**config.mk**
```make
export PLATFORM = sky130hd
export DESIGN_NAME = ring_neighbor_resource_arbiter_top_flat
export DESIGN_NICKNAME = d
export VERILOG_FILES = /design/src/hdl/rnra_pkg.sv /design/src/hdl/rnra_if.sv /design/src/hdl/rnra_seat_store.sv /design/src/hdl/ring_neighbor_resource_arbiter_top.sv /design/src/flat_wrapper.sv
export SDC_FILE = /design/constraint.sdc
export NUM_CORES = 1
export LEC_CHECK = 0
export BUFFER_PORTS_ARGS = -buffer_cell sky130_fd_sc_hd__buf_2
export CAP_MARGIN = 20
export CORE_UTILIZATION = 55
export DETAILED_ROUTE_END_ITERATION = 8
export GPL_TIMING_DRIVEN = 1
export PLACE_DENSITY = 0.74
export SETUP_SLACK_MARGIN = 0.1
export SLEW_MARGIN = 40
export SYNTH_ARGS = -nofsm -noshare
export SYNTH_HDL_FRONTEND = slang
export SYNTH_SLANG_ARGS = --single-unit
```
**constraint.sdc**
```tcl
create_clock -name clock -period 5.62 [get_ports clock]
set_clock_uncertainty 0.15 [all_clocks]
set_input_delay 1.124 -clock clock [delete_from_list [all_inputs] [get_ports clock]]
set_output_delay 1.124 -clock clock [all_outputs]
set_load 0.02 [all_outputs]
```
**src/hdl/rnra_pkg.sv**
```systemverilog
`timescale 1ns / 1ps
// shared constants, codes and types of the ring neighbor resource arbiter
package rnra_pkg;

   localparam int MAX_SEATS = 16;
   localparam int SEAT_W    = 4;   // width of the seat field of a request
   localparam int COUNT_W   = 5;   // width of the seat count register
   localparam int MEAL_W    = 16;
   localparam int MASK_W    = 16;
   localparam int CMD_W     = 2;

   localparam int ADDR_W = (MAX_SEATS > 1) ? $clog2(MAX_SEATS) : 1;
   localparam int RING_W = $clog2(MAX_SEATS + 1);
   localparam int IDX_A  = (SEAT_W > COUNT_W) ? SEAT_W : COUNT_W;
   localparam int IDX_W  = (IDX_A > RING_W) ? IDX_A : RING_W;

   localparam logic [COUNT_W-1:0] SEAT_COUNT_RESET = COUNT_W'(5);

   // five-seat window around the addressed seat
   localparam int SLOTS  = 5;
   localparam int SLOT_W = $clog2(SLOTS);
   localparam logic [SLOT_W-1:0] SLOT_FIRST = SLOT_W'(0);
   localparam logic [SLOT_W-1:0] SLOT_LEFT  = SLOT_W'(1);
   localparam logic [SLOT_W-1:0] SLOT_SELF  = SLOT_W'(2);
   localparam logic [SLOT_W-1:0] SLOT_RIGHT = SLOT_W'(3);
   localparam logic [SLOT_W-1:0] SLOT_LAST  = SLOT_W'(4);

   localparam logic [CMD_W-1:0] CMD_REQUEST = 2'd0;
   localparam logic [CMD_W-1:0] CMD_RELEASE = 2'd1;
   localparam logic [CMD_W-1:0] CMD_QUERY   = 2'd2;

   typedef enum logic [1:0] {
      ST_HUNGRY   = 2'd0,
      ST_THINKING = 2'd1,
      ST_EATING   = 2'd2
   } seat_state_type;

   typedef struct packed {
      seat_state_type      state;
      logic [MEAL_W-1:0]   meals;
   } seat_entry_type;

   typedef struct packed {
      logic                en;
      logic [ADDR_W-1:0]   addr;
   } store_rd_type;

   typedef struct packed {
      logic                en;
      logic [ADDR_W-1:0]   addr;
      seat_entry_type      data;
   } store_wr_type;

endpackage

```
**src/hdl/rnra_if.sv**
```systemverilog
`timescale 1ns / 1ps
// channel interfaces of the ring neighbor resource arbiter

interface rnra_req_if;
   logic                        valid;
   logic                        ready;
   logic [rnra_pkg::CMD_W-1:0]  cmd;
   logic [rnra_pkg::SEAT_W-1:0] seat;

   modport source (output valid, output cmd, output seat, input ready);
   modport sink   (input valid, input cmd, input seat, output ready);
endinterface

interface rnra_rsp_if;
   logic                        valid;
   logic                        ready;
   logic [rnra_pkg::MASK_W-1:0] grant_mask;
   logic [rnra_pkg::MEAL_W-1:0] meal_count;

   modport source (output valid, output grant_mask, output meal_count, input ready);
   modport sink   (input valid, input grant_mask, input meal_count, output ready);
endinterface

interface rnra_csr_if;
   logic                         valid;
   logic                         ready;
   logic [rnra_pkg::COUNT_W-1:0] data;

   modport source (output valid, output data, input ready);
   modport sink   (input valid, input data, output ready);
endinterface

```
**src/hdl/rnra_seat_store.sv**
```systemverilog
`timescale 1ns / 1ps
// seat state and meal counter memory with per-entry valid bits
module rnra_seat_store (
   input  logic                     clock,
   input  logic                     reset,
   input  rnra_pkg::store_rd_type   rd,
   output rnra_pkg::seat_entry_type rd_data,
   input  rnra_pkg::store_wr_type   wr
);

   rnra_pkg::seat_entry_type mem [rnra_pkg::MAX_SEATS];
   logic [rnra_pkg::MAX_SEATS-1:0] vld_ff;
   rnra_pkg::seat_entry_type rd_mem_ff;
   logic rd_vld_ff;

   always_ff @(posedge clock) begin
      if (wr.en) begin
         mem[wr.addr] <= wr.data;
      end
      if (rd.en) begin
         rd_mem_ff <= mem[rd.addr];
      end
   end

   always_ff @(posedge clock) begin
      if (reset) begin
         vld_ff    <= '0;
         rd_vld_ff <= 1'b0;
      end else begin
         if (wr.en) begin
            vld_ff[wr.addr] <= 1'b1;
         end
         if (rd.en) begin
            rd_vld_ff <= vld_ff[rd.addr];
         end
      end
   end

   // an entry never written since reset reads as thinking with no meals
   always_comb begin
      if (rd_vld_ff) begin
         rd_data = rd_mem_ff;
      end else begin
         rd_data.state = rnra_pkg::ST_THINKING;
         rd_data.meals = '0;
      end
   end

endmodule

```
**src/hdl/ring_neighbor_resource_arbiter_top.sv**
```systemverilog
`timescale 1ns / 1ps
// top level of the ring neighbor resource arbiter
//
// usage
//  - req_bus carries one transaction per command: cmd (request, release, query)
//    and the seat it addresses; req_bus.ready is high only while no command is
//    in progress
//  - rsp_bus returns exactly one transaction per command: the mask of seats
//    newly granted eating and the addressed seat's meal counter afterward
//  - csr_bus writes the seat count (clamped to 2..MAX_SEATS); always ready,
//    write it only while no command is pending
//  - a command reads a five-seat window around the addressed seat from a
//    memory with one read and one write port (one read per cycle), updates it
//    in registers, then writes back the left, own and right seats (one write
//    per cycle)
//  - sequence: an in-range command passes the read, drain, calc, write and
//    done states, a seat outside the ring goes straight to done; the next
//    command is taken only once done has loaded the result
//  - reset: all seats thinking with zero meals (valid bits, no clearing pass),
//    seat count 5, no result pending
//  - a stalled rsp_bus holds the result in its output register; one more
//    command may be taken and worked on meanwhile, and it waits at the end
//    until the output register is free
module ring_neighbor_resource_arbiter_top (
   input logic       clock,
   input logic       reset,
   rnra_req_if.sink  req_bus,
   rnra_rsp_if.source rsp_bus,
   rnra_csr_if.sink  csr_bus
);

   typedef enum logic [2:0] {
      S_IDLE,
      S_READ,
      S_DRAIN,
      S_CALC,
      S_WRITE,
      S_DONE
   } fsm_type;

   fsm_type fsm_ff;

   logic [rnra_pkg::COUNT_W-1:0] seat_count_ff;
   logic [rnra_pkg::CMD_W-1:0]   cmd_ff;
   logic [rnra_pkg::ADDR_W-1:0]  addr_ff [rnra_pkg::SLOTS];
   rnra_pkg::seat_entry_type     slot_ff [rnra_pkg::SLOTS];
   logic [rnra_pkg::SLOT_W-1:0]  slot_idx_ff;
   logic [rnra_pkg::SLOT_W-1:0]  rd_slot_ff;
   logic                         rd_pend_ff;
   logic                         skip_ff;
   logic [rnra_pkg::MASK_W-1:0]  mask_ff;

   logic                         rsp_valid_ff;
   logic [rnra_pkg::MASK_W-1:0]  rsp_mask_ff;
   logic [rnra_pkg::MEAL_W-1:0]  rsp_meal_ff;

   logic [rnra_pkg::IDX_W-1:0]   ring_n;
   logic [rnra_pkg::IDX_W-1:0]   cfg_ext;
   logic [rnra_pkg::IDX_W-1:0]   seat_ext;
   logic [rnra_pkg::IDX_W-1:0]   win [rnra_pkg::SLOTS];
   logic                         in_range;
   logic                         req_take;
   logic                         rsp_load;

   rnra_pkg::seat_entry_type     calc_slot [rnra_pkg::SLOTS];
   logic [rnra_pkg::MASK_W-1:0]  calc_mask;

   rnra_pkg::store_rd_type       store_rd;
   rnra_pkg::store_wr_type       store_wr;
   rnra_pkg::seat_entry_type     store_rd_data;

   function automatic logic [rnra_pkg::IDX_W-1:0] ring_next(
      input logic [rnra_pkg::IDX_W-1:0] x,
      input logic [rnra_pkg::IDX_W-1:0] n
   );
      logic [rnra_pkg::IDX_W-1:0] inc;
      inc = x + rnra_pkg::IDX_W'(1);
      return (inc == n) ? '0 : inc;
   endfunction

   function automatic logic [rnra_pkg::IDX_W-1:0] ring_prev(
      input logic [rnra_pkg::IDX_W-1:0] x,
      input logic [rnra_pkg::IDX_W-1:0] n
   );
      return (x == '0) ? n - rnra_pkg::IDX_W'(1) : x - rnra_pkg::IDX_W'(1);
   endfunction

   // effective ring size, clamped to 2..MAX_SEATS
   always_comb begin
      cfg_ext = rnra_pkg::IDX_W'(seat_count_ff);
      if (cfg_ext < rnra_pkg::IDX_W'(2)) begin
         ring_n = rnra_pkg::IDX_W'(2);
      end else if (cfg_ext > rnra_pkg::IDX_W'(rnra_pkg::MAX_SEATS)) begin
         ring_n = rnra_pkg::IDX_W'(rnra_pkg::MAX_SEATS);
      end else begin
         ring_n = cfg_ext;
      end
   end

   // window of seats two to the left through two to the right
   always_comb begin
      seat_ext = rnra_pkg::IDX_W'(req_bus.seat);
      in_range = seat_ext < ring_n;
      win[rnra_pkg::SLOT_SELF]  = seat_ext;
      win[rnra_pkg::SLOT_LEFT]  = ring_prev(seat_ext, ring_n);
      win[rnra_pkg::SLOT_FIRST] = ring_prev(win[rnra_pkg::SLOT_LEFT], ring_n);
      win[rnra_pkg::SLOT_RIGHT] = ring_next(seat_ext, ring_n);
      win[rnra_pkg::SLOT_LAST]  = ring_next(win[rnra_pkg::SLOT_RIGHT], ring_n);
   end

   assign req_bus.ready = (fsm_ff == S_IDLE);
   assign req_take      = req_bus.valid && (fsm_ff == S_IDLE);
   assign csr_bus.ready = 1'b1;
   assign rsp_load      = (fsm_ff == S_DONE) && (!rsp_valid_ff || rsp_bus.ready);

   assign rsp_bus.valid      = rsp_valid_ff;
   assign rsp_bus.grant_mask = rsp_mask_ff;
   assign rsp_bus.meal_count = rsp_meal_ff;

   // memory access: reads walk the window, writes go back over left, self, right
   always_comb begin
      store_rd.en   = (fsm_ff == S_READ);
      store_rd.addr = addr_ff[slot_idx_ff];
      store_wr.en   = (fsm_ff == S_WRITE);
      store_wr.addr = addr_ff[slot_idx_ff];
      store_wr.data = slot_ff[slot_idx_ff];
   end

   rnra_seat_store u_store (
      .clock   (clock),
      .reset   (reset),
      .rd      (store_rd),
      .rd_data (store_rd_data),
      .wr      (store_wr)
   );

   // update of the window; slots holding the same seat (small rings) move together
   always_comb begin
      logic                        is_req;
      logic                        is_rel;
      logic                        fire;
      logic [rnra_pkg::SLOT_W-1:0] t;
      logic [rnra_pkg::SLOT_W-1:0] tl;
      logic [rnra_pkg::SLOT_W-1:0] tr;
      logic [rnra_pkg::MEAL_W-1:0] meal_next;

      calc_slot = slot_ff;
      calc_mask = '0;
      is_req    = 1'b0;
      is_rel    = 1'b0;
      case (cmd_ff)
         rnra_pkg::CMD_REQUEST: is_req = 1'b1;
         rnra_pkg::CMD_RELEASE: is_rel = 1'b1;
         rnra_pkg::CMD_QUERY: begin
         end
         default: begin
            // unused code reads like a query
         end
      endcase

      for (int k = 0; k < rnra_pkg::SLOTS; k++) begin
         if (addr_ff[k] == addr_ff[rnra_pkg::SLOT_SELF]) begin
            if (is_req) begin
               calc_slot[k].state = rnra_pkg::ST_HUNGRY;
            end else if (is_rel) begin
               calc_slot[k].state = rnra_pkg::ST_THINKING;
            end
         end
      end

      // request tests self; release tests left, then right
      for (int g = 0; g < 2; g++) begin
         t    = is_rel ? ((g == 0) ? rnra_pkg::SLOT_LEFT : rnra_pkg::SLOT_RIGHT)
                       : rnra_pkg::SLOT_SELF;
         tl   = t - rnra_pkg::SLOT_W'(1);
         tr   = t + rnra_pkg::SLOT_W'(1);
         fire = (is_rel || (is_req && (g == 0))) &&
                (calc_slot[t].state == rnra_pkg::ST_HUNGRY) &&
                (calc_slot[tl].state != rnra_pkg::ST_EATING) &&
                (calc_slot[tr].state != rnra_pkg::ST_EATING);
         meal_next = (calc_slot[t].meals == '1) ? calc_slot[t].meals
                                                : calc_slot[t].meals + rnra_pkg::MEAL_W'(1);
         if (fire) begin
            for (int k = 0; k < rnra_pkg::SLOTS; k++) begin
               if (addr_ff[k] == addr_ff[t]) begin
                  calc_slot[k].state = rnra_pkg::ST_EATING;
                  calc_slot[k].meals = meal_next;
               end
            end
            if (rnra_pkg::IDX_W'(addr_ff[t]) < rnra_pkg::IDX_W'(rnra_pkg::MASK_W)) begin
               calc_mask = calc_mask | (rnra_pkg::MASK_W'(1) << addr_ff[t]);
            end
         end
      end
   end

   // sequencer with the registered response
   always_ff @(posedge clock) begin
      if (reset) begin
         fsm_ff        <= S_IDLE;
         seat_count_ff <= rnra_pkg::SEAT_COUNT_RESET;
         rd_pend_ff    <= 1'b0;
         rsp_valid_ff  <= 1'b0;
      end else begin
         if (csr_bus.valid) begin
            seat_count_ff <= csr_bus.data;
         end

         // read data arrives in the cycle after its address
         rd_pend_ff <= (fsm_ff == S_READ);
         rd_slot_ff <= slot_idx_ff;
         if (rd_pend_ff) begin
            slot_ff[rd_slot_ff] <= store_rd_data;
         end

         // output register: loaded when free or being taken, else emptied on take
         if (rsp_load) begin
            rsp_valid_ff <= 1'b1;
         end else if (rsp_valid_ff && rsp_bus.ready) begin
            rsp_valid_ff <= 1'b0;
         end

         case (fsm_ff)
            S_IDLE: begin
               if (req_take) begin
                  cmd_ff      <= req_bus.cmd;
                  skip_ff     <= !in_range;
                  slot_idx_ff <= rnra_pkg::SLOT_FIRST;
                  for (int k = 0; k < rnra_pkg::SLOTS; k++) begin
                     addr_ff[k] <= win[k][rnra_pkg::ADDR_W-1:0];
                  end
                  fsm_ff <= in_range ? S_READ : S_DONE;
               end
            end
            S_READ: begin
               if (slot_idx_ff == rnra_pkg::SLOT_LAST) begin
                  fsm_ff <= S_DRAIN;
               end else begin
                  slot_idx_ff <= slot_idx_ff + rnra_pkg::SLOT_W'(1);
               end
            end
            S_DRAIN: begin
               fsm_ff <= S_CALC;
            end
            S_CALC: begin
               slot_ff     <= calc_slot;
               mask_ff     <= calc_mask;
               slot_idx_ff <= rnra_pkg::SLOT_LEFT;
               fsm_ff      <= S_WRITE;
            end
            S_WRITE: begin
               if (slot_idx_ff == rnra_pkg::SLOT_RIGHT) begin
                  fsm_ff <= S_DONE;
               end else begin
                  slot_idx_ff <= slot_idx_ff + rnra_pkg::SLOT_W'(1);
               end
            end
            S_DONE: begin
               if (rsp_load) begin
                  rsp_mask_ff  <= skip_ff ? '0 : mask_ff;
                  rsp_meal_ff  <= skip_ff ? '0 : slot_ff[rnra_pkg::SLOT_SELF].meals;
                  fsm_ff       <= S_IDLE;
               end
            end
            default: begin
               fsm_ff <= S_IDLE;
            end
         endcase
      end
   end

`ifndef NO_ASSERTIONS
   // reads and write-back never overlap, so no forwarding is needed
   a_no_rw_overlap: assert property (@(posedge clock) disable iff (reset)
      !(store_rd.en && store_wr.en))
      else $error("seat store read and write in the same cycle");

   // one command grants at most two seats
   a_grant_count: assert property (@(posedge clock) disable iff (reset)
      rsp_bus.valid |-> ($countones(rsp_bus.grant_mask) <= 2))
      else $error("more than two grants in one result");

   // grants stay inside the ring
   a_grant_in_ring: assert property (@(posedge clock) disable iff (reset)
      rsp_bus.valid |-> ((rsp_bus.grant_mask >> ring_n) == '0))
      else $error("grant to a seat outside the ring");

   // a seat outside the ring yields an all-zero result
   a_skip_zero: assert property (@(posedge clock) disable iff (reset)
      (rsp_load && skip_ff) |=> (rsp_bus.grant_mask == '0 && rsp_bus.meal_count == '0))
      else $error("nonzero result for a seat outside the ring");
`endif

endmodule
```
**src/flat_wrapper.sv**
```systemverilog
// flat-port wrapper written by rule: the top's interface ports become plain ports
module ring_neighbor_resource_arbiter_top_flat 
  (clock, reset, req_bus_valid, req_bus_cmd, req_bus_seat, req_bus_ready, rsp_bus_valid, rsp_bus_grant_mask, rsp_bus_meal_count, rsp_bus_ready, csr_bus_valid, csr_bus_data, csr_bus_ready);
  rnra_req_if req_bus_i ();
  rnra_rsp_if rsp_bus_i ();
  rnra_csr_if csr_bus_i ();
  input logic clock;
  input logic reset;
  input wire logic [$bits(req_bus_i.valid)-1:0] req_bus_valid;
  input wire logic [$bits(req_bus_i.cmd)-1:0] req_bus_cmd;
  input wire logic [$bits(req_bus_i.seat)-1:0] req_bus_seat;
  output wire logic [$bits(req_bus_i.ready)-1:0] req_bus_ready;
  output wire logic [$bits(rsp_bus_i.valid)-1:0] rsp_bus_valid;
  output wire logic [$bits(rsp_bus_i.grant_mask)-1:0] rsp_bus_grant_mask;
  output wire logic [$bits(rsp_bus_i.meal_count)-1:0] rsp_bus_meal_count;
  input wire logic [$bits(rsp_bus_i.ready)-1:0] rsp_bus_ready;
  input wire logic [$bits(csr_bus_i.valid)-1:0] csr_bus_valid;
  input wire logic [$bits(csr_bus_i.data)-1:0] csr_bus_data;
  output wire logic [$bits(csr_bus_i.ready)-1:0] csr_bus_ready;
  assign req_bus_i.valid = req_bus_valid;
  assign req_bus_i.cmd = req_bus_cmd;
  assign req_bus_i.seat = req_bus_seat;
  assign req_bus_ready = req_bus_i.ready;
  assign rsp_bus_valid = rsp_bus_i.valid;
  assign rsp_bus_grant_mask = rsp_bus_i.grant_mask;
  assign rsp_bus_meal_count = rsp_bus_i.meal_count;
  assign rsp_bus_i.ready = rsp_bus_ready;
  assign csr_bus_i.valid = csr_bus_valid;
  assign csr_bus_i.data = csr_bus_data;
  assign csr_bus_ready = csr_bus_i.ready;
  ring_neighbor_resource_arbiter_top u_core (.clock(clock), .reset(reset), .req_bus(req_bus_i), .rsp_bus(rsp_bus_i), .csr_bus(csr_bus_i));
endmodule
```
# Yosys cells after proc, flatten, opt, wreduce, memory -nomap -nowiden
# Memory sizes are Yosys's and may differ from the RTL's. A register that Yosys moved wholly into a read port is not among the register bits.
# Cells that the tools add are included.
# totals
register_bits	174
mem_bits_rw	308
inputBits	16
output_inout_bits	35
n_memories	2
# memory_table
memory	words	word_bits	read_ports	rd_ports_with_merged_regs	write_ports	line	rtl
u_core.u_store.mem	16	18	1	1	1	rnra_seat_store.sv:11	rnra_pkg::seat_entry_type mem [rnra_pkg::MAX_SEATS];
u_core.addr_ff	5	4	8	1	5	ring_neighbor_resource_arbiter_top.sv:45	logic [rnra_pkg::ADDR_W-1:0] addr_ff [rnra_pkg::SLOTS];
# classes
addsub	12
order_cmp	14
eq_ne	37
shifts	2
muxes	91
n_bitwise	11
reduce_logical	30
# op_table
operator	count
2-to-1 mux 18 bit	26
binary-select mux 18 bit (select 3 bit)	7
2-to-1 mux 90 bit	4
bitwise mux 90 bit	1
2-to-1 mux 16 bit	4
equality test 4 bit	15
demux 18 bit (select 3 bit)	1
adder 16 x 1 -> 16 bit, second input constant	2
equality test 16 bit, second input constant	2
>= comparator 4 bit, second input constant	8
2-to-1 mux 2 bit	16
inverter 3 -> 4 bit	8
bitwise OR 16 bit	2
<< shifter 1 x 4 -> 16 bit, first input constant	2
2-to-1 mux 3 bit	9
2-to-1 mux 5 bit	4
one-hot mux 3 bit (6 select lines)	1
inequality test 2 bit, second input constant	8
2-to-1 mux 1 bit	13
one-hot mux 3 bit (4 select lines)	1
logical AND 1 bit	11
equality test 5 bit	2
adder 3 x 1 -> 3 bit, second input constant	3
equality test 3 x 2 -> 1 bit, second input constant	3
32 further kinds	44

# Logic depth before layout (Yosys ltp)
# Gate-level depths: netlist (run 1).
# depth
word_depth	22
ltp_mapped	24

# Cells and area by module
# From an unflattened synthesis (run 1), not the netlist that was laid out.
# unflattened
cells_unflattened	1774
area_unflattened_um2	24851.3
# modules_own_cells
module	instances	cells_each	area_per_inst_um2
ring_neighbor_resource_arbiter_top	1	1247	12654.6
rnra_seat_store	1	527	12196.7

# Worst setup path before layout (run 1)
# No wires, ideal clock.
# synth_path
path_type	reg-to-reg
startpoint	reg u_core.cmd_ff[1] (netlist name)
endpoint	reg u_core.slot_ff[67] (netlist name), data pin
arrival_time_ns	5.694
required_ns	5.195
slack_ns	-0.499
path_stages_with_launch	23
n_path_buf	6
synth_period_minus_slack_ns	6.119
cell_sequence	edfxtp_1 > nand2b_1 > buf_4 > buf_6 > clkbuf_1 > clkbuf_1 > clkbuf_1 > clkbuf_1 > mux2i_1 > inv_1 > ha_1 > nand4_1 > mux2i_1 > nand2_1 > o31ai_1 > xor2_1 > o22ai_1 > a31o_1 > or4_1 > or4_1 > xor2_1 > nor2_1 > o221ai_1
# synth_via
elab_chain_len	22
elab_cells_between_ends	84
# synth_lines
element	line	rtl
from (decl)	ring_neighbor_resource_arbiter_top.sv:44	logic [rnra_pkg::CMD_W-1:0] cmd_ff;
from (signal assigned)	ring_neighbor_resource_arbiter_top.sv:226	cmd_ff <= req_bus.cmd;
parallel branches: the longest is 20 deep, another holds adder 16 x 1 -> 16 bit	n/a	
2-to-1 mux 90 bit *	ring_neighbor_resource_arbiter_top.sv:183	if (fire) begin
2-to-1 mux 90 bit *	ring_neighbor_resource_arbiter_top.sv:223	case (fsm_ff)
to (signal, indexed assignment)	ring_neighbor_resource_arbiter_top.sv:213	slot_ff[rd_slot_ff] <= store_rd_data;
to (signal assigned)	ring_neighbor_resource_arbiter_top.sv:246	slot_ff <= calc_slot;
to (decl)	ring_neighbor_resource_arbiter_top.sv:46	rnra_pkg::seat_entry_type slot_ff [rnra_pkg::SLOTS];
# Mark *: on every way between the ends. The select of a mux whose other input is x is not followed.
# A chain may end at the register's enable or synchronous reset.

==> results.ini, run 1 <==
[global_routing]
grt_usage_pct=30.3
grt_pass1_wl_um=101000
grt_max_degree=56
grt_pass1_vias=16600
gr-total-overflow=0
antenna_found_initial=0

[layout]
fin_nets=1932
area_delta_synth_final_pct=13.1
drive_gt1_share_pct=19.4
stdcell_count=2525
post-route-util_pct=63.6
multi_input_area_um2=9290
seq_area_um2=14800
fillerInstances=3183
diodes=0

[timing]
fmax_mhz=191
grt_setup_unrepaired=no
worst_pin_slew_ps=955
tns_ps=0
whs_ps=320
finalHoldViolations=0
period_share_pct=93.0
final_max_slew_viol_count=0
final-setup-viol-count=0
maxSlewHeadroom_pct=36.1
finalWorstPathRequiredPeriod_ps=5230
worst_slack_ps=393

[power]
power_density_nw_per_um2=464
peakVddDrop_uv=395
p_leak_uw=0.00942

[place]
dpl_worst_slack_ps=500
port_buffers=49
placed_cells_incl_taps=2433
place_hpwl_um=43300
finalWeightedCongestion=0.978

[routing]
final_antenna_net_count=0
vias=16800
vias_per_cell=6.66
wl_per_cell_um=26.5
routed_wl_um=67000
drc=0
drtIter0Drc=1973
drtPass1Iterations=6

[clock_network]
insertion_delay_ps=610
clk_pin_slew_ps=70
cts.sinks=503
clockBufferDepth=3
cts.htree.levels=2
cts_buffers=50
postCtsHoldBufs=0
cts_tree=built
cts_setup_buffers=0
root_buffer=clkbuf_16
cts_resized=0

[logic_synthesis]
synth_top_area_share_pct=58.1
synth-seq-cells=503
synth_area_um2=24400
synth_area_leaders=edfxtp_1, mux4_2, mux2i_1, dfxtp_1, nand2_1
synth_common_cells=edfxtp_1, nand2_1, nor2_1, mux4_2, clkbuf_1
yosysMostFrequentCell=edfxtp_1
yosysUniqueCellTypes=72
async_flop_share_pct=0
ys.flop_type=edfxtp_1
syn-instance-count=1821
ys_seq_area_share_pct=60.6
syn_nets=1852
yosysTopAreaCell=edfxtp_1
synth_edf_count=473
syn-mean-instance-area_um2=13.4
yosysWarnings=0

[worst_setup_path]
path_class=reg2reg
rr_worst_depth=10
slowest_delay_ps=640
crit_start=u_core.addr_ff[1][0]
start_kind=flop
timing.critical_path.fanout_max=9
cp-end-kind=flop
worst_path_most_repeated_cell=or4_4
critPathArrivalTime_ps=5350
critical_path.cell_chain=xor2_1 -> or4_4 -> a222oi_1 -> nand2b_1 -> mux2_1 -> a221o_1 -> or4_4 -> or4_1 -> a21oi_1 -> o221ai_1
cp_slowest_cell=a222oi_1
crit_required_ps=5750
r2r-start=u_core.addr_ff[1][0]

[min_path]
hp-class=reg2reg
min_path_cells=2
hp-start=u_core.u_store.vld_ff[14]

[outcome]
outcome=finished clean

[die]
start_util_pct=56.2
core_area_um2=43500
die_w_um=213
die-area_um2=45300
die_h_um=213
ios=51
rows=76

[flow_run]
drv_cap=0

-- metal layers --
layer	part of all wire, %	global-route usage, %	routed length [um]	up-vias
met5	0	0	0	-
met3	10	5.63	6990	186
met1	39	41.1	26200	8334
met4	3.2	11.6	2160	0
li1	-	-	-	7274
met2	47	48.6	31700	1029
-- kinds of logic (layout without fill, tap and decap cells) --
| family | count (synthesis) | after routing | synth area share (%) |
|---|---|---|---|
| AOI/OAI and AO/OA | 359 | 359 | 10.0 |
| xor gates and xnor gates | 71 | 71 | 2.55 |
| adders and majority gates | 15 | 15 | 0.768 |
| buffers and inverters | 137 | 256 | 2.21 |
| DFF | 503 | 503 | 60.6 |
| muxes | 200 | 200 | 13.3 |
| other | 1 | 1 | 0.0153 |
| and+or+nand+nor | 535 | 535 | 10.6 |
-- critical path, delay by kind of cell (launching register included) --
family          cells  cell delay, ps
xor+xnor            1             210
compound gates      4            1720
mux                 1             330
simple gates        4            1970
flops               1             540
-- report_power, final --
| group | internal [uW] | switching (uW) |
|---|---|---|
| sequential | 4890 | 256 |
| combinational | 1630 | 2620 |
| clock | 1990 | 1430 |
-- layout by cell type (no fill, tap or decap), types with 8 or more instances in the layout --
cell type and count:
o21ai_0 44, and2_1 27, nor3b_1 8, inv_1 19, a31oi_1 31, buf_4 85
o221ai_1 31, a22o_1 19, nor2b_1 45, nand2b_1 20, o211ai_1 9, o21ai_1 13
nor2_2 18, nor3_1 26, edfxtp_1 473, nor4_1 10, nand2_1 157, xnor2_1 52
buf_2 49, nand3_1 41, a21oi_1 59, mux2i_1 88, o22ai_1 49, ha_1 14
dfxtp_1 30, clkbuf_16 50, xor2_1 19, mux4_2 98, nand4_1 11, clkbuf_1 10
clkinv_1 10, nor2_1 121, o22a_1 28, and3_1 8, a211oi_1 21, a21o_1 11
-- per-stage QoR --
stage / total power, uW / area (um2)
after global placement: 9220 / 25900
after global routing: 13300 / 27600
final: 12800 / 27600
after detailed placement: 9360 / 25900
after CTS: 12800 / 27600
after floorplan: 7930 / 24500
-- path summary, 6_finish.rpt --
kind                               endpoint  slack (ps)
setup / recovery         u_core.slot_ff[86]         390
hold / removal    u_core.u_store.vld_ff[14]         320
setup reg to reg         u_core.slot_ff[86]         390
hold reg to reg   u_core.u_store.vld_ff[14]         320
-- sequential cells by signal, summed over array words and instances, names as in the netlist, named ones only --
signal,cells
u_core.u_store.rd_mem_ff,18
u_core.rsp_bus.meal_count,16
u_core.rd_pend_ff,1
u_core.fsm_ff,3
u_core.slot_idx_ff,3
u_core.addr_ff,20
u_core.cmd_ff,2
u_core.cfg_ext,5
u_core.rsp_bus.grant_mask,16
u_core.u_store.mem,288
u_core.mask_ff,16
u_core.skip_ff,1
u_core.u_store.vld_ff,16
u_core.u_store.rd_vld_ff,1
u_core.slot_ff,90
u_core.rd_slot_ff,3
u_core.rsp_bus.valid,1
-- final cells by class --
cell class / instances / share of cell area [%]
sequential: 503 / 53.6
multi-input combinational: 1181 / 33.6
clock buffer: 62 / 4.76
timing repair buffer: 145 / 3.83
tap: 585 / 2.65
clock inverter: 29 / 1.29
inverter: 20 / 0.272
Note: power is estimated with default switching activity, not from simulation.
==> run 2: changes to the inputs <==
RECOVER_POWER = 100   (was default)
==> run 2 against run 1 <==
  * The flow now finishes with violations (capacitance limit, slew limit)
  * Combinational power is 2% lower
  * Routed wire length shrank 0.12%
  * Maximum frequency down 1.1%
  * Core utilization fell by 0.61 points
  * Sequential cell count is the same
  * Via count barely moved
  * Final area is 0.96% lower
  * Register-to-register slack worse by 60 ps
  * Critical path type unchanged
  * Largest cell class unchanged
==> results.ini, run 2 (synthesized netlist as in run 1, its figures left out) <==
[flow_run]
drv_cap=11  ; +11

[layout]
fin_nets=1932  ; unchanged
post-route-util_pct=63.0  ; -0.61 points
largest_reg_flops=288  ; unchanged
largest_register=u_core.u_store.mem
final_common_cell=edfxtp_1
multi_input_area_um2=9210  ; -0.85%
layout_common_cells=edfxtp_1, nand2_1, nor2_1, mux4_2, mux2i_1
largestRegisters=u_core.u_store.mem: 288 flops, u_core.slot_ff: 90 flops, u_core.addr_ff: 20 flops
drive_gt1_share_pct=15.3  ; -4.1 points
fillerInstances=3259  ; +2.4%
final_area_um2=27400  ; -0.96%
diodes=0  ; unchanged
seq_area_um2=14800  ; unchanged
area_delta_synth_final_pct=12.0

[timing]
finalHoldViolations=0  ; unchanged
whs_ps=320  ; +0.209 ps
finalWorstPathRequiredPeriod_ps=5290  ; +58.8 ps
final-setup-viol-count=0  ; unchanged
period_share_pct=94.1  ; +1.0 points
grt_setup_unrepaired=no
fmax_mhz=189  ; -1.1%
tns_ps=0  ; unchanged
maxSlewHeadroom_pct=-54.8  ; -91 points
final_max_slew_viol_count=226  ; +226
worst_pin_slew_ps=2320  ; +1370 ps

[routing]
vias=16800  ; -0.095%
drtIter0Drc=1928  ; -2.3%
routed_wl_um=66900  ; -0.12%
final_antenna_net_count=0  ; unchanged
wl_per_cell_um=26.5  ; -0.12%
drtPass1Iterations=7  ; +1
drc=0  ; unchanged
vias_per_cell=6.66  ; about the same

[global_routing]
gr-total-overflow=0  ; unchanged
antenna_found_initial=0  ; unchanged
grt_usage_pct=30.3  ; unchanged
grt_max_degree=56  ; unchanged
grt_pass1_wl_um=101000  ; unchanged
grt_pass1_vias=16600  ; unchanged

[die]
ios=51  ; unchanged
die_w_um=213  ; unchanged
rows=76  ; unchanged
die-area_um2=45300  ; unchanged
core_area_um2=43500  ; unchanged
start_util_pct=56.2  ; unchanged
die_h_um=213  ; unchanged

[clock_network]
insertion_delay_ps=610  ; about the same
clk_pin_slew_ps=70  ; about the same
root_buffer=clkbuf_16
cts.htree.levels=2  ; unchanged
cts_tree=built
postCtsHoldBufs=0  ; unchanged
cts_buffers=50  ; unchanged
cts.sinks=503  ; unchanged
clockBufferDepth=3  ; unchanged

[place]
finalWeightedCongestion=0.978  ; unchanged
placed_area_um2=25900  ; unchanged
port_buffers=49  ; unchanged
place_hpwl_um=43300  ; unchanged

[worst_setup_path]
critical_path.cell_chain=xor2_1 -> or4_4 -> a222oi_1 -> clkbuf_1 -> nor2_2 -> clkbuf_1 -> mux2i_1 -> a21oi_1 -> ha_1 -> nand4_1 -> nor4_4 -> buf_4 -> xor2_1 -> o221ai_1
start_kind=flop
critPathArrivalTime_ps=5430  ; +80 ps
path_class=reg2reg
slowest_delay_ps=610  ; -30 ps
timing.critical_path.fanout_max=10  ; +1
crit_required_ps=5770  ; +20 ps
cp_slowest_cell=a222oi_1
cp-end-kind=flop

[min_path]
hp-class=reg2reg

[power]
p_leak_uw=0.00919  ; -2.5%
peakVddDrop_uv=392  ; -0.90%
power_density_nw_per_um2=466  ; +0.45%

[outcome]
outcome=complete, but fails checks
violations=capacitance limit, slew limit

[run 2: cell count changes in the layout (fill, tap and decap cells not counted), sizes merged]
| cell | change |
|---|---|
| clkbuf | +76 |
| buf | -76 |
[run 2: metrics by stage]
stage	std cells	power (uW)	setup slack [ps]
CTS	2524	12800	434
global route	2525	13200	83.6
global placement	2428	9220	552
finish	2525	12700	334
detailed placement	2433	9360	500
floorplan	1821	7930	140
[run 2: worst max-delay path, delay by kind of cell (launching register included)]
family                     cells  cell delay [ps]
AOI/OAI and AO/OA              3             1380
xor gates and xnor gates       2              670
adders and majority gates      1              290
buffers and inverters          3              690
DFF                            1              540
muxes                          1              170
and+or+nand+nor                4             1080
[run 2: what timing repair did]
item                       in CTS  in global routing
hold endpoints to repair        0                  0
resized for setup               0                  2
buffers inserted                0                  0
setup endpoints to repair       0                  2
[run 2: path summary, 6_finish.rpt]
check	slack [ps]	to	start	depth (start not counted)
hold reg to reg	320	u_core.u_store.vld_ff[14]	u_core.u_store.vld_ff[14]	2
hold / removal	320	u_core.u_store.vld_ff[14]	u_core.u_store.vld_ff[14]	2
setup / recovery	330	u_core.slot_ff[72]	u_core.addr_ff[1][0]	14
setup reg to reg	330	u_core.slot_ff[72]	u_core.addr_ff[1][0]	14
[run 2: cell type report]
cell class | instances | share of cell area [%]
Clock buffer | 62 | 4.81
Clock inverter | 29 | 1.31
Inverter | 20 | 0.274
Multi-Input combinational cell | 1181 | 33.7
Sequential cell | 503 | 54.1
Tap cell | 585 | 2.67
Timing Repair Buffer | 145 | 3.19
[run 2: metal layers]
| layer | wire (um) | up-vias | GRT usage (%) | part of all wire, % |
|---|---|---|---|---|
| li1 | - | 7279 | - | - |
| met1 | 26000 | 8296 | 41.1 | 39 |
| met2 | 31600 | 1046 | 48.6 | 47 |
| met3 | 7090 | 186 | 5.63 | 11 |
| met4 | 2260 | 0 | 11.6 | 3.4 |
| met5 | 0 | - | 0 | 0 |
[run 2: report_power, final]
part           internal [uW]  total, uW  switching [uW]
clock network           1990       3440            1440
logic                   1580       4170            2590
registers               4890       5140             250
total                   8470      12700            4280
